===== config.mk =====
export PLATFORM = sky130hd
export DESIGN_NAME = pcx_rle_line_decoder
export DESIGN_NICKNAME = d
export VERILOG_FILES = /design/src/hdl/pcxrle_pkg.sv /design/src/hdl/pcxrle_ctrl.sv /design/src/hdl/pcxrle_dp.sv /design/src/hdl/pcx_rle_line_decoder.sv
export SDC_FILE = /design/constraint.sdc
export NUM_CORES = 1
export LEC_CHECK = 0
export ABC_AREA = 0
export BUFFER_PORTS_ARGS = -buffer_cell sky130_fd_sc_hd__buf_2
export CAP_MARGIN = 25
export CORE_MARGIN = 2
export CORE_UTILIZATION = 35
export CTS_CLUSTER_DIAMETER = 40
export CTS_CLUSTER_SIZE = 8
export DETAILED_ROUTE_END_ITERATION = 16
export PLACE_DENSITY_LB_ADDON = 0.2
export SLEW_MARGIN = 20
export SYNTH_ARGS = -nofsm -noshare
export SYNTH_HDL_FRONTEND = slang
export SYNTH_SLANG_ARGS = --single-unit

===== constraint.sdc =====
create_clock -name clk -period 13 [get_ports clk]
set_clock_uncertainty 0.05 [all_clocks]
set_input_delay 2.6 -clock clk [delete_from_list [all_inputs] [get_ports clk]]
set_output_delay 2.6 -clock clk [all_outputs]
set_load 0.03 [all_outputs]

===== src/hdl/pcxrle_pkg.sv =====
package pcxrle_pkg;

  localparam logic [7:0] MARKER_BASE = 8'hC0;
  localparam logic [7:0] COUNT_MASK  = 8'h3F;

  typedef enum logic [1:0] {
    REG_WIDTH  = 2'd0,
    REG_HEIGHT = 2'd1,
    REG_STRIDE = 2'd2
  } reg_index_t;

  typedef struct packed {
    logic [7:0] coded_byte;
    logic       start_of_image;
    logic       end_of_data;
  } in_beat_t;

  typedef struct packed {
    logic [7:0] pixel_value;
    logic       last_of_burst;
    logic       image_complete;
  } out_beat_t;

  // controller -> datapath
  typedef struct packed {
    logic accept;
    logic decide;
    logic step;
  } cmd_t;

  // datapath -> controller
  typedef struct packed {
    logic cfg_busy;
    logic dec_emit;
    logic step_blocked;
    logic step_final;
  } sts_t;

endpackage


===== src/hdl/pcxrle_ctrl.sv =====
module pcxrle_ctrl
  import pcxrle_pkg::*;
(
  input  logic clk,
  input  logic rst,
  input  logic in_valid,
  output logic in_ready,
  input  sts_t sts,
  output cmd_t cmd
);

  typedef enum logic [2:0] {
    S_IDLE   = 3'b001,
    S_DECIDE = 3'b010,
    S_EMIT   = 3'b100
  } state_t;

  state_t state, state_next;

  assign in_ready   = (state == S_IDLE) && !sts.cfg_busy;
  assign cmd.accept = in_valid && in_ready;
  assign cmd.decide = (state == S_DECIDE);
  assign cmd.step   = (state == S_EMIT) && !sts.step_blocked;

  always_comb begin
    state_next = state;
    unique case (state)
      S_IDLE: begin
        if (cmd.accept) state_next = S_DECIDE;
      end
      S_DECIDE: begin
        state_next = sts.dec_emit ? S_EMIT : S_IDLE;
      end
      S_EMIT: begin
        if (cmd.step && sts.step_final) state_next = S_IDLE;
      end
      default: state_next = S_IDLE;
    endcase
  end

  always_ff @(posedge clk) begin
    if (rst) begin
      state <= S_IDLE;
    end else begin
      state <= state_next;
    end
  end

endmodule


===== src/hdl/pcxrle_dp.sv =====
module pcxrle_dp
  import pcxrle_pkg::*;
(
  input  logic        clk,
  input  logic        rst,
  input  in_beat_t    in_data,
  output out_beat_t   out_data,
  output logic        out_valid,
  input  logic        out_ready,
  input  logic        cfg_valid,
  output logic        cfg_ready,
  input  logic [1:0]  cfg_index,
  input  logic [15:0] cfg_data,
  input  cmd_t        cmd,
  output sts_t        sts
);

  logic [15:0] width_q, height_q, stride_q;
  logic [31:0] total_q;
  logic        cfg_busy;

  logic [15:0] column;
  logic [31:0] emitted;
  logic [5:0]  pend_len;
  logic        awaiting;

  logic [7:0]  byte_q;
  logic        last_q;
  logic [5:0]  run_left;
  logic [7:0]  run_val;

  logic        done, marker;
  logic [5:0]  byte_count;
  logic        visible, wrap, complete, load;
  logic [15:0] col_inc;
  logic [31:0] emitted_inc;

  assign cfg_ready = 1'b1;

  // config registers; total is re-registered, so input is held off in the cycle after a write
  always_ff @(posedge clk) begin
    if (rst) begin
      width_q  <= 16'd1;
      height_q <= 16'd1;
      stride_q <= 16'd1;
      total_q  <= 32'd1;
      cfg_busy <= 1'b0;
    end else begin
      total_q  <= 32'(width_q) * 32'(height_q);
      cfg_busy <= cfg_valid;
      if (cfg_valid) begin
        case (cfg_index)
          REG_WIDTH:  width_q  <= cfg_data;
          REG_HEIGHT: height_q <= cfg_data;
          REG_STRIDE: stride_q <= cfg_data;
          default: ;
        endcase
      end
    end
  end

  assign done       = (emitted >= total_q);
  assign marker     = (byte_q >= MARKER_BASE);
  assign byte_count = 6'(byte_q & COUNT_MASK);

  assign col_inc     = column + 16'd1;
  assign emitted_inc = emitted + 32'd1;
  assign visible     = (column < width_q) && (emitted < total_q);
  assign wrap        = (col_inc >= stride_q);
  assign complete    = (emitted_inc == total_q);
  assign load        = cmd.step && visible;

  assign sts.cfg_busy     = cfg_busy;
  assign sts.step_blocked = visible && out_valid && !out_ready;
  assign sts.step_final   = (run_left == 6'd1) || wrap;
  assign sts.dec_emit     = !done &&
                            (awaiting ? (pend_len != 6'd0) :
                             marker   ? (last_q && byte_count != 6'd0) : 1'b1);

  always_ff @(posedge clk) begin
    if (rst) begin
      column   <= '0;
      emitted  <= '0;
      pend_len <= '0;
      awaiting <= 1'b0;
    end else if (cmd.accept) begin
      if (in_data.start_of_image) begin
        column   <= '0;
        emitted  <= '0;
        pend_len <= '0;
        awaiting <= 1'b0;
      end
    end else if (cmd.decide) begin
      if (!done && !awaiting && marker && !last_q) begin
        pend_len <= byte_count;
        awaiting <= 1'b1;
      end else if (!done) begin
        awaiting <= 1'b0;
      end
    end else if (cmd.step) begin
      column <= wrap ? 16'd0 : col_inc;
      if (visible) emitted <= emitted_inc;
    end
  end

  always_ff @(posedge clk) begin
    if (cmd.accept) begin
      byte_q <= in_data.coded_byte;
      last_q <= in_data.end_of_data;
    end
    if (cmd.decide) begin
      if (awaiting) begin
        run_left <= pend_len;
        run_val  <= byte_q;
      end else if (marker) begin
        run_left <= byte_count;
        run_val  <= 8'd0;
      end else begin
        run_left <= 6'd1;
        run_val  <= byte_q;
      end
    end else if (cmd.step) begin
      run_left <= run_left - 6'd1;
    end
  end

  // output register; each step of the run shows a pixel only if column and count allow
  always_ff @(posedge clk) begin
    if (rst) begin
      out_valid <= 1'b0;
    end else if (load) begin
      out_valid <= 1'b1;
    end else if (out_ready) begin
      out_valid <= 1'b0;
    end
  end

  always_ff @(posedge clk) begin
    if (load) begin
      out_data.pixel_value    <= run_val;
      out_data.last_of_burst  <= sts.step_final || (col_inc >= width_q) || complete;
      out_data.image_complete <= complete;
    end
  end

  a_step_not_blocked: assert property (@(posedge clk) disable iff (rst)
    cmd.step |-> !sts.step_blocked)
    else $error("step taken while output register is full");

  a_step_has_work: assert property (@(posedge clk) disable iff (rst)
    cmd.step |-> run_left != 6'd0)
    else $error("step with empty run");

  a_complete_ends_burst: assert property (@(posedge clk) disable iff (rst)
    load && complete |=> out_valid && out_data.last_of_burst)
    else $error("image complete pixel not marked last of burst");

  a_no_accept_after_cfg: assert property (@(posedge clk) disable iff (rst)
    cfg_valid |=> !cmd.accept)
    else $error("input beat taken before total settled");

endmodule


===== src/hdl/pcx_rle_line_decoder.sv =====
// PCX run-length decoder for 8-bit indexed images. One coded byte is taken per
// beat; a literal byte passes through accept, decode and emit, a marker waiting
// for its value byte through accept and decode, and a run through accept, decode
// and an emit step per run position (up to 63 or a stride wrap), hidden padding
// columns included, each visible step waiting while the output stalls. Pixels
// leave through a one-deep output register. Set image_width, image_height and
// line_stride_bytes only while idle; input is held off in the cycle after each
// config write while the pixel total is recomputed. Unknown indexes are ignored.
module pcx_rle_line_decoder
  import pcxrle_pkg::*;
(
  input  logic        clk,
  input  logic        rst,
  input  logic        in_valid,
  output logic        in_ready,
  input  in_beat_t    in_data,
  output logic        out_valid,
  input  logic        out_ready,
  output out_beat_t   out_data,
  input  logic        cfg_valid,
  output logic        cfg_ready,
  input  logic [1:0]  cfg_index,
  input  logic [15:0] cfg_data
);

  cmd_t cmd;
  sts_t sts;

  pcxrle_ctrl u_ctrl (
    .clk      (clk),
    .rst      (rst),
    .in_valid (in_valid),
    .in_ready (in_ready),
    .sts      (sts),
    .cmd      (cmd)
  );

  pcxrle_dp u_dp (
    .clk       (clk),
    .rst       (rst),
    .in_data   (in_data),
    .out_data  (out_data),
    .out_valid (out_valid),
    .out_ready (out_ready),
    .cfg_valid (cfg_valid),
    .cfg_ready (cfg_ready),
    .cfg_index (cfg_index),
    .cfg_data  (cfg_data),
    .cmd       (cmd),
    .sts       (sts)
  );

endmodule


After elaboration in Yosys (flattened, before gate mapping). Cells that the tools add are included.

Output and inout bits: 13. Bits of input ports: 33. Word-level logic and storage cells: 112. Flip-flop bits (word level): 173.

Equality and inequality tests: 12. Multiply operators: 1. Order comparisons: 6. Reductions and logical operators: 39. Add/sub/neg operators: 3. Mux-type cells: 33.

Operator list (count): two-way mux 32 bit (5); two-way mux 16 bit (5); two-way mux 6 bit (8); adder 32 x 1 -> 32 bit, second input constant (1); == test 32 bit (1); greater-or-equal comparator 16 bit (2); greater-or-equal comparator 32 bit (1); less-than comparator 32 bit (1); multiplier 16 x 16 -> 32 bit (1); adder 16 x 1 -> 16 bit, second input constant (1); less-than comparator 16 bit (1); two-way mux 8 bit (2); logical AND 1 bit (13); nonzero test 2 bit (6); nonzero test 6 bit (2); two-way mux 1 bit (9); two-way mux 3 bit (3); one-hot mux 3 bit (3 select lines) (1); AND reduction 3 bit (3); greater-or-equal comparator 8 bit, second input constant (1); AND reduction 2 bit (4); == test 6 x 1 -> 1 bit, second input constant (1); logical NOT 1 bit (6); inequality test 2 bit, second input constant (3); 11 further kinds (13).

Depth between registers and ports, before layout.
Depth after elaboration: 9. Depth in mapped cells: 24. Gate-level depth less buffers: 23.

Cells and area by module. From an unflattened synthesis, not the netlist that was laid out.

Cell total of the unflattened synthesis: 2104. Area total of the unflattened synthesis: 18118.6 um^2.

Modules (own cells, without submodules): pcxrle_dp (cells an instance 2084, area each 17933.4 um^2, times used 1); pcxrle_ctrl (cells an instance 20, area each 185.2 um^2, times used 1).

Least setup slack after synthesis. No wires, ideal clock.

Kind: register to register. From: register u_dp.height_q[8]. To: register u_dp.total_q[30]. Path slack: 6.566 ns. Library setup time: 0.121 ns. Data required time: 12.829 ns. Data arrival time: 6.264 ns. Cell stages (with the launch flop): 25. Path buffers: 2. Path through: dfxtp_1 > clkbuf_1 > clkbuf_1 > nand2_1 > fa_1 > inv_1 > fa_1 > inv_1 > fa_1 > inv_1 > fa_1 > fa_1 > inv_1 > fa_1 > inv_1 > ha_1 > o21ai_0 > o21ai_0 > o211a_1 > a41o_1 > a211o_1 > a21oi_1 > a21oi_1 > a31oi_1 > mux2_2.

Longest elaborated chain between the ends: 1.

RTL lines: start: declaration (line pcxrle_dp.sv:18) `logic [15:0] width_q, height_q, stride_q;`; start signal: assignment (line pcxrle_dp.sv:54) `REG_HEIGHT: height_q <= cfg_data;`; multiplier 16 x 16 -> 32 bit (line pcxrle_dp.sv:49) `total_q <= 32'(width_q) * 32'(height_q);`; end signal: assignment (line pcxrle_dp.sv:49); end: declaration (line pcxrle_dp.sv:19) `logic [31:0] total_q;`.

Every way passes these cells. A chain may end at the register's enable or synchronous reset.

Worst setup path in the final report.
From: register u_dp.width_q[5]. To: register u_dp.total_q[30].

Longest elaborated chain between the ends: 1.

RTL lines: start: declaration (line pcxrle_dp.sv:18); start signal: assignment (line pcxrle_dp.sv:53) `REG_WIDTH: width_q <= cfg_data;`; multiplier 16 x 16 -> 32 bit (line pcxrle_dp.sv:49).

Every way passes these cells.

==> metrics.yaml <==
postSynthAreaPerCell_sq_um: 8.58
ctsHtreeMaxLevel: 4
synth_cell_types: 79
rsz0062_at_grt: "false"
synth_edf_count: 33
grt-busiest-layer: "met2"
power_switching_w: 0.000411
placedCellCount: 2750
r2r_slack_ns: 6.03
clkPwrFrac_pct: 42.1
grt_pass1_wl_um: 78400
antenna_left: 0
routed_wl_um: 47700
worst_slack_ns: 6.03
port-buffer-count: 44
dieArea_sq_um: 53600
worst_hold_path.endpoint: "u_dp.out_data[7]$_DFFE_PP_"
internal_power_w: 0.000878
path_max_fanout: 18
p_seq_share_pct: 45.1
hpwlAfterDp_um: 37600
grt_util_met3_pct: 4.00
leakagePower_nw: 8.78
ys_seq_area_share_pct: 20.9
synth_cells: 2111
fin_cells: 2783
critPathMostFrequentCell: "fa_1"
ctsLongestPathBuffers: 2
min_from: "u_dp.run_val[5]$_DFFE_PP_"
n_antenna_cell: 0
rows: 83
ctsResizeCount: 0
worstSetupEndpointType: "register"
finalCriticalPeriod_ns: 6.97
nFillCells: 5258
min_path_cells: 0
place_congestion: 0.840
ys_warn_count: 0
die_h_um: 232
setup_violations: 0
tns_ns: 0
required_ns: 13.34
worst_slew_pin_slew_ns: 1.09
clkLatencyLatePin_ns: 0.49
crit_path_max_incr_delay_ns: 0.79
drt_pass1_iterations: 5
path_cells: "nand2_1 -> fa_1 -> inv_1 -> fa_1 -> inv_1 -> fa_1 -> inv_1 -> fa_1 -> fa_1 -> inv_1 -> fa_1 -> inv_1 -> ha_1 -> o21ai_0 -> o21ai_0 -> o211a_1 -> a41o_1 -> a211o_1 -> a21oi_1 -> a21oi_1 -> a31oi_1 -> mux2_2"
min_period_over_period_pct: 53.6
start_util_pct: 35.3
final_common_cell: "nand2_1"
switching_share_pct: 31.9
antenna_found_initial: 0
async_flop_share_pct: 0
remaining_drc_errors: 0
drive_above_1_share_pct: 5.61
dp_slack_ns: 6.04
cts_buffers: 17
die_w_um: 232
clockRootBuffer: "clkbuf_16"
vdd_ir_drop_max_v: 0.0000979
synth_seq_cells: 173
wire_per_inst_um: 17.1
hold_buffers: 0
ys.flop_type: "dfxtp_1"
met2_usage_pct: 28.9
cts_tree: "yes"
numClockSinks: 173
final_cell_mix: "nand2_1, inv_1, fa_1"
fmax_mhz: 143
syn_area_sq_um: 18100
status: "complete, no violations"
p_comb_share_pct: 12.8
slew_viol_final: 0
slew_headroom_pct: 27.6
rr_worst_depth: 22
clk_pin_slew_worst_paths_ns: 0.08
grt_max_degree: 83
reg2reg_from: "u_dp.width_q[5]$_SDFFE_PP0P_"
grtUsageMet1_pct: 25.7
hold_path_class: "reg -> reg"
arrival_ns: 7.31
critPathKind: "reg -> reg"
vias: 14200
fin_nets: 2505
avgViaCountPerCell: 5.09
synthesis.nets: 2526
reg2reg_to: "u_dp.total_q[30]$_SDFF_PP0_"
pin_count: 46
post-cts-setup-buffers: 0
critPathSlowestCell: "dfxtp_1"
core_sq_um: 51300
max_cap_violations: 0
hold_viol: 0
grtUsageTotal_pct: 18.6
grt-ovfl-total: 0
startpoint_type: "register"
drtIter0Drc: 855
critPathTopFamily: "adder cells"
powerDensity_nw_per_um2: 66.0
syn_to_final_growth_pct: 7.77
cp_num_buf_inv: 5
grt_pass1_vias: 14300
-- final cells by class --
cell class,instances,area (sq um),area share (%)
clock buffer,17,425,2.18
clock inverter,15,184,0.942
inverter,309,1160,5.94
multi-input combinational,1531,12800,65.4
sequential,173,3790,19.4
tap,680,851,4.36
timing repair buffer,58,343,1.76
-- worst max-delay path by stage --
stage                                             start                           to  depth (start not counted)
after floorplan           u_dp.height_q[8]$_SDFFE_PP0P_  u_dp.total_q[30]$_SDFF_PP0_                         24
after global placement     u_dp.width_q[5]$_SDFFE_PP0P_  u_dp.total_q[30]$_SDFF_PP0_                         22
after detailed placement   u_dp.width_q[5]$_SDFFE_PP0P_  u_dp.total_q[30]$_SDFF_PP0_                         22
after CTS                  u_dp.width_q[5]$_SDFFE_PP0P_  u_dp.total_q[30]$_SDFF_PP0_                         22
after global routing       u_dp.width_q[5]$_SDFFE_PP0P_  u_dp.total_q[30]$_SDFF_PP0_                         22
final                      u_dp.width_q[5]$_SDFFE_PP0P_  u_dp.total_q[30]$_SDFF_PP0_                         22
-- sequential cells by signal (all words and copies together), names as in the netlist, 8 cells and up --
register / count
u_dp.emitted: 32
u_dp.total_q: 32
u_dp.column: 16
u_dp.height_q: 16
u_dp.stride_q: 16
u_dp.width_q: 16
u_dp.out_data: 10
u_dp.byte_q: 8
u_dp.run_val: 8
-- worst reg2reg max path: stages (launching register included) --
cell and delay [ns]:
dfxtp_1 0.79, nand2_1 0.17, fa_1 0.57, inv_1 0.05
fa_1 0.50, inv_1 0.05, fa_1 0.47, inv_1 0.05
fa_1 0.50, fa_1 0.55, inv_1 0.06, fa_1 0.53
inv_1 0.04, ha_1 0.34, o21ai_0 0.24, o21ai_0 0.14
o211a_1 0.16, a41o_1 0.26, a211o_1 0.28, a21oi_1 0.33
a21oi_1 0.17, a31oi_1 0.21, mux2_2 0.35
-- per-layer routing --
metal	part of all wire [%]	wire, um	up-vias
li1	-	-	6910
met3	5.2	2500	52
met5	0	0	-
met1	48	23000	6895
met4	2.2	1070	0
met2	44	21100	320
-- cell usage after synthesis (all sizes together) (5+ instances only) --
| library cell | count | area (sq um) |
|---|---|---|
| a21o | 20 | 150 |
| or4 | 6 | 45.0 |
| nand2 | 318 | 1190 |
| and4 | 8 | 70.1 |
| nand4 | 18 | 134 |
| or3 | 12 | 76.3 |
| o21a | 12 | 90.1 |
| buf | 15 | 100 |
| nor4 | 9 | 77.6 |
| nor2b | 17 | 106 |
| nand2b | 6 | 37.5 |
| a21oi | 132 | 661 |
| o211ai | 5 | 37.5 |
| a31oi | 15 | 93.8 |
| xnor2 | 58 | 508 |
| a311oi | 17 | 149 |
| o32ai | 10 | 87.6 |
| ha | 188 | 2350 |
| and2 | 125 | 782 |
| nor3 | 27 | 135 |
| nor2 | 71 | 269 |
| nand3b | 8 | 60.1 |
| o211a | 9 | 90.1 |
| inv | 309 | 1160 |
| a221oi | 9 | 85.1 |
| nand3 | 64 | 320 |
| and3 | 19 | 126 |
| clkbuf | 83 | 315 |
| fa | 194 | 3880 |
| xor2 | 23 | 201 |
| edfxtp | 33 | 991 |
| o21ai | 53 | 265 |
| a211oi | 14 | 105 |
| nor3b | 9 | 67.6 |
| dfxtp | 140 | 2800 |
-- stage by stage --
stage / area [sq um] / hold WS, ns / total power, W / utilization (%)
after floorplan: 18100 / 0.350 / 0.000693 / -
after global placement: 18900 / 0.353 / 0.000756 / 36.8
after detailed placement: 18900 / 0.355 / 0.000759 / 36.9
after CTS: 19500 / 0.371 / 0.00131 / 38.0
after global routing: 19500 / 0.377 / 0.00135 / 38.1
final: 19500 / 0.369 / 0.00129 / 38.1
-- kinds of logic (layout without fill, tap and decap cells) --
group | count (synthesis) | count (layout) | synth area share (%)
adders and majority gates | 382 | 382 | 34.4
AOI/OAI and AO/OA | 336 | 336 | 12.0
buffers and inverters | 407 | 399 | 8.69
muxes | 1 | 1 | 0.0621
xor gates and xnor gates | 81 | 81 | 3.91
DFF | 173 | 173 | 20.9
and+or+nand+nor | 730 | 730 | 19.9
other | 1 | 1 | 0.0207
-- power by group through the flow --
| stage | logic, W | registers (W) | clock network (W) |
|---|---|---|---|
| floorplan | 0.000116 | 0.000578 | 0 |
| global placement | 0.000163 | 0.000593 | 0 |
| detailed placement | 0.000165 | 0.000594 | 0 |
| CTS | 0.000166 | 0.000581 | 0.000559 |
| global route | 0.000185 | 0.000584 | 0.000578 |
| finish | 0.000165 | 0.000582 | 0.000542 |
Note: power is estimated with default switching activity, not from simulation.
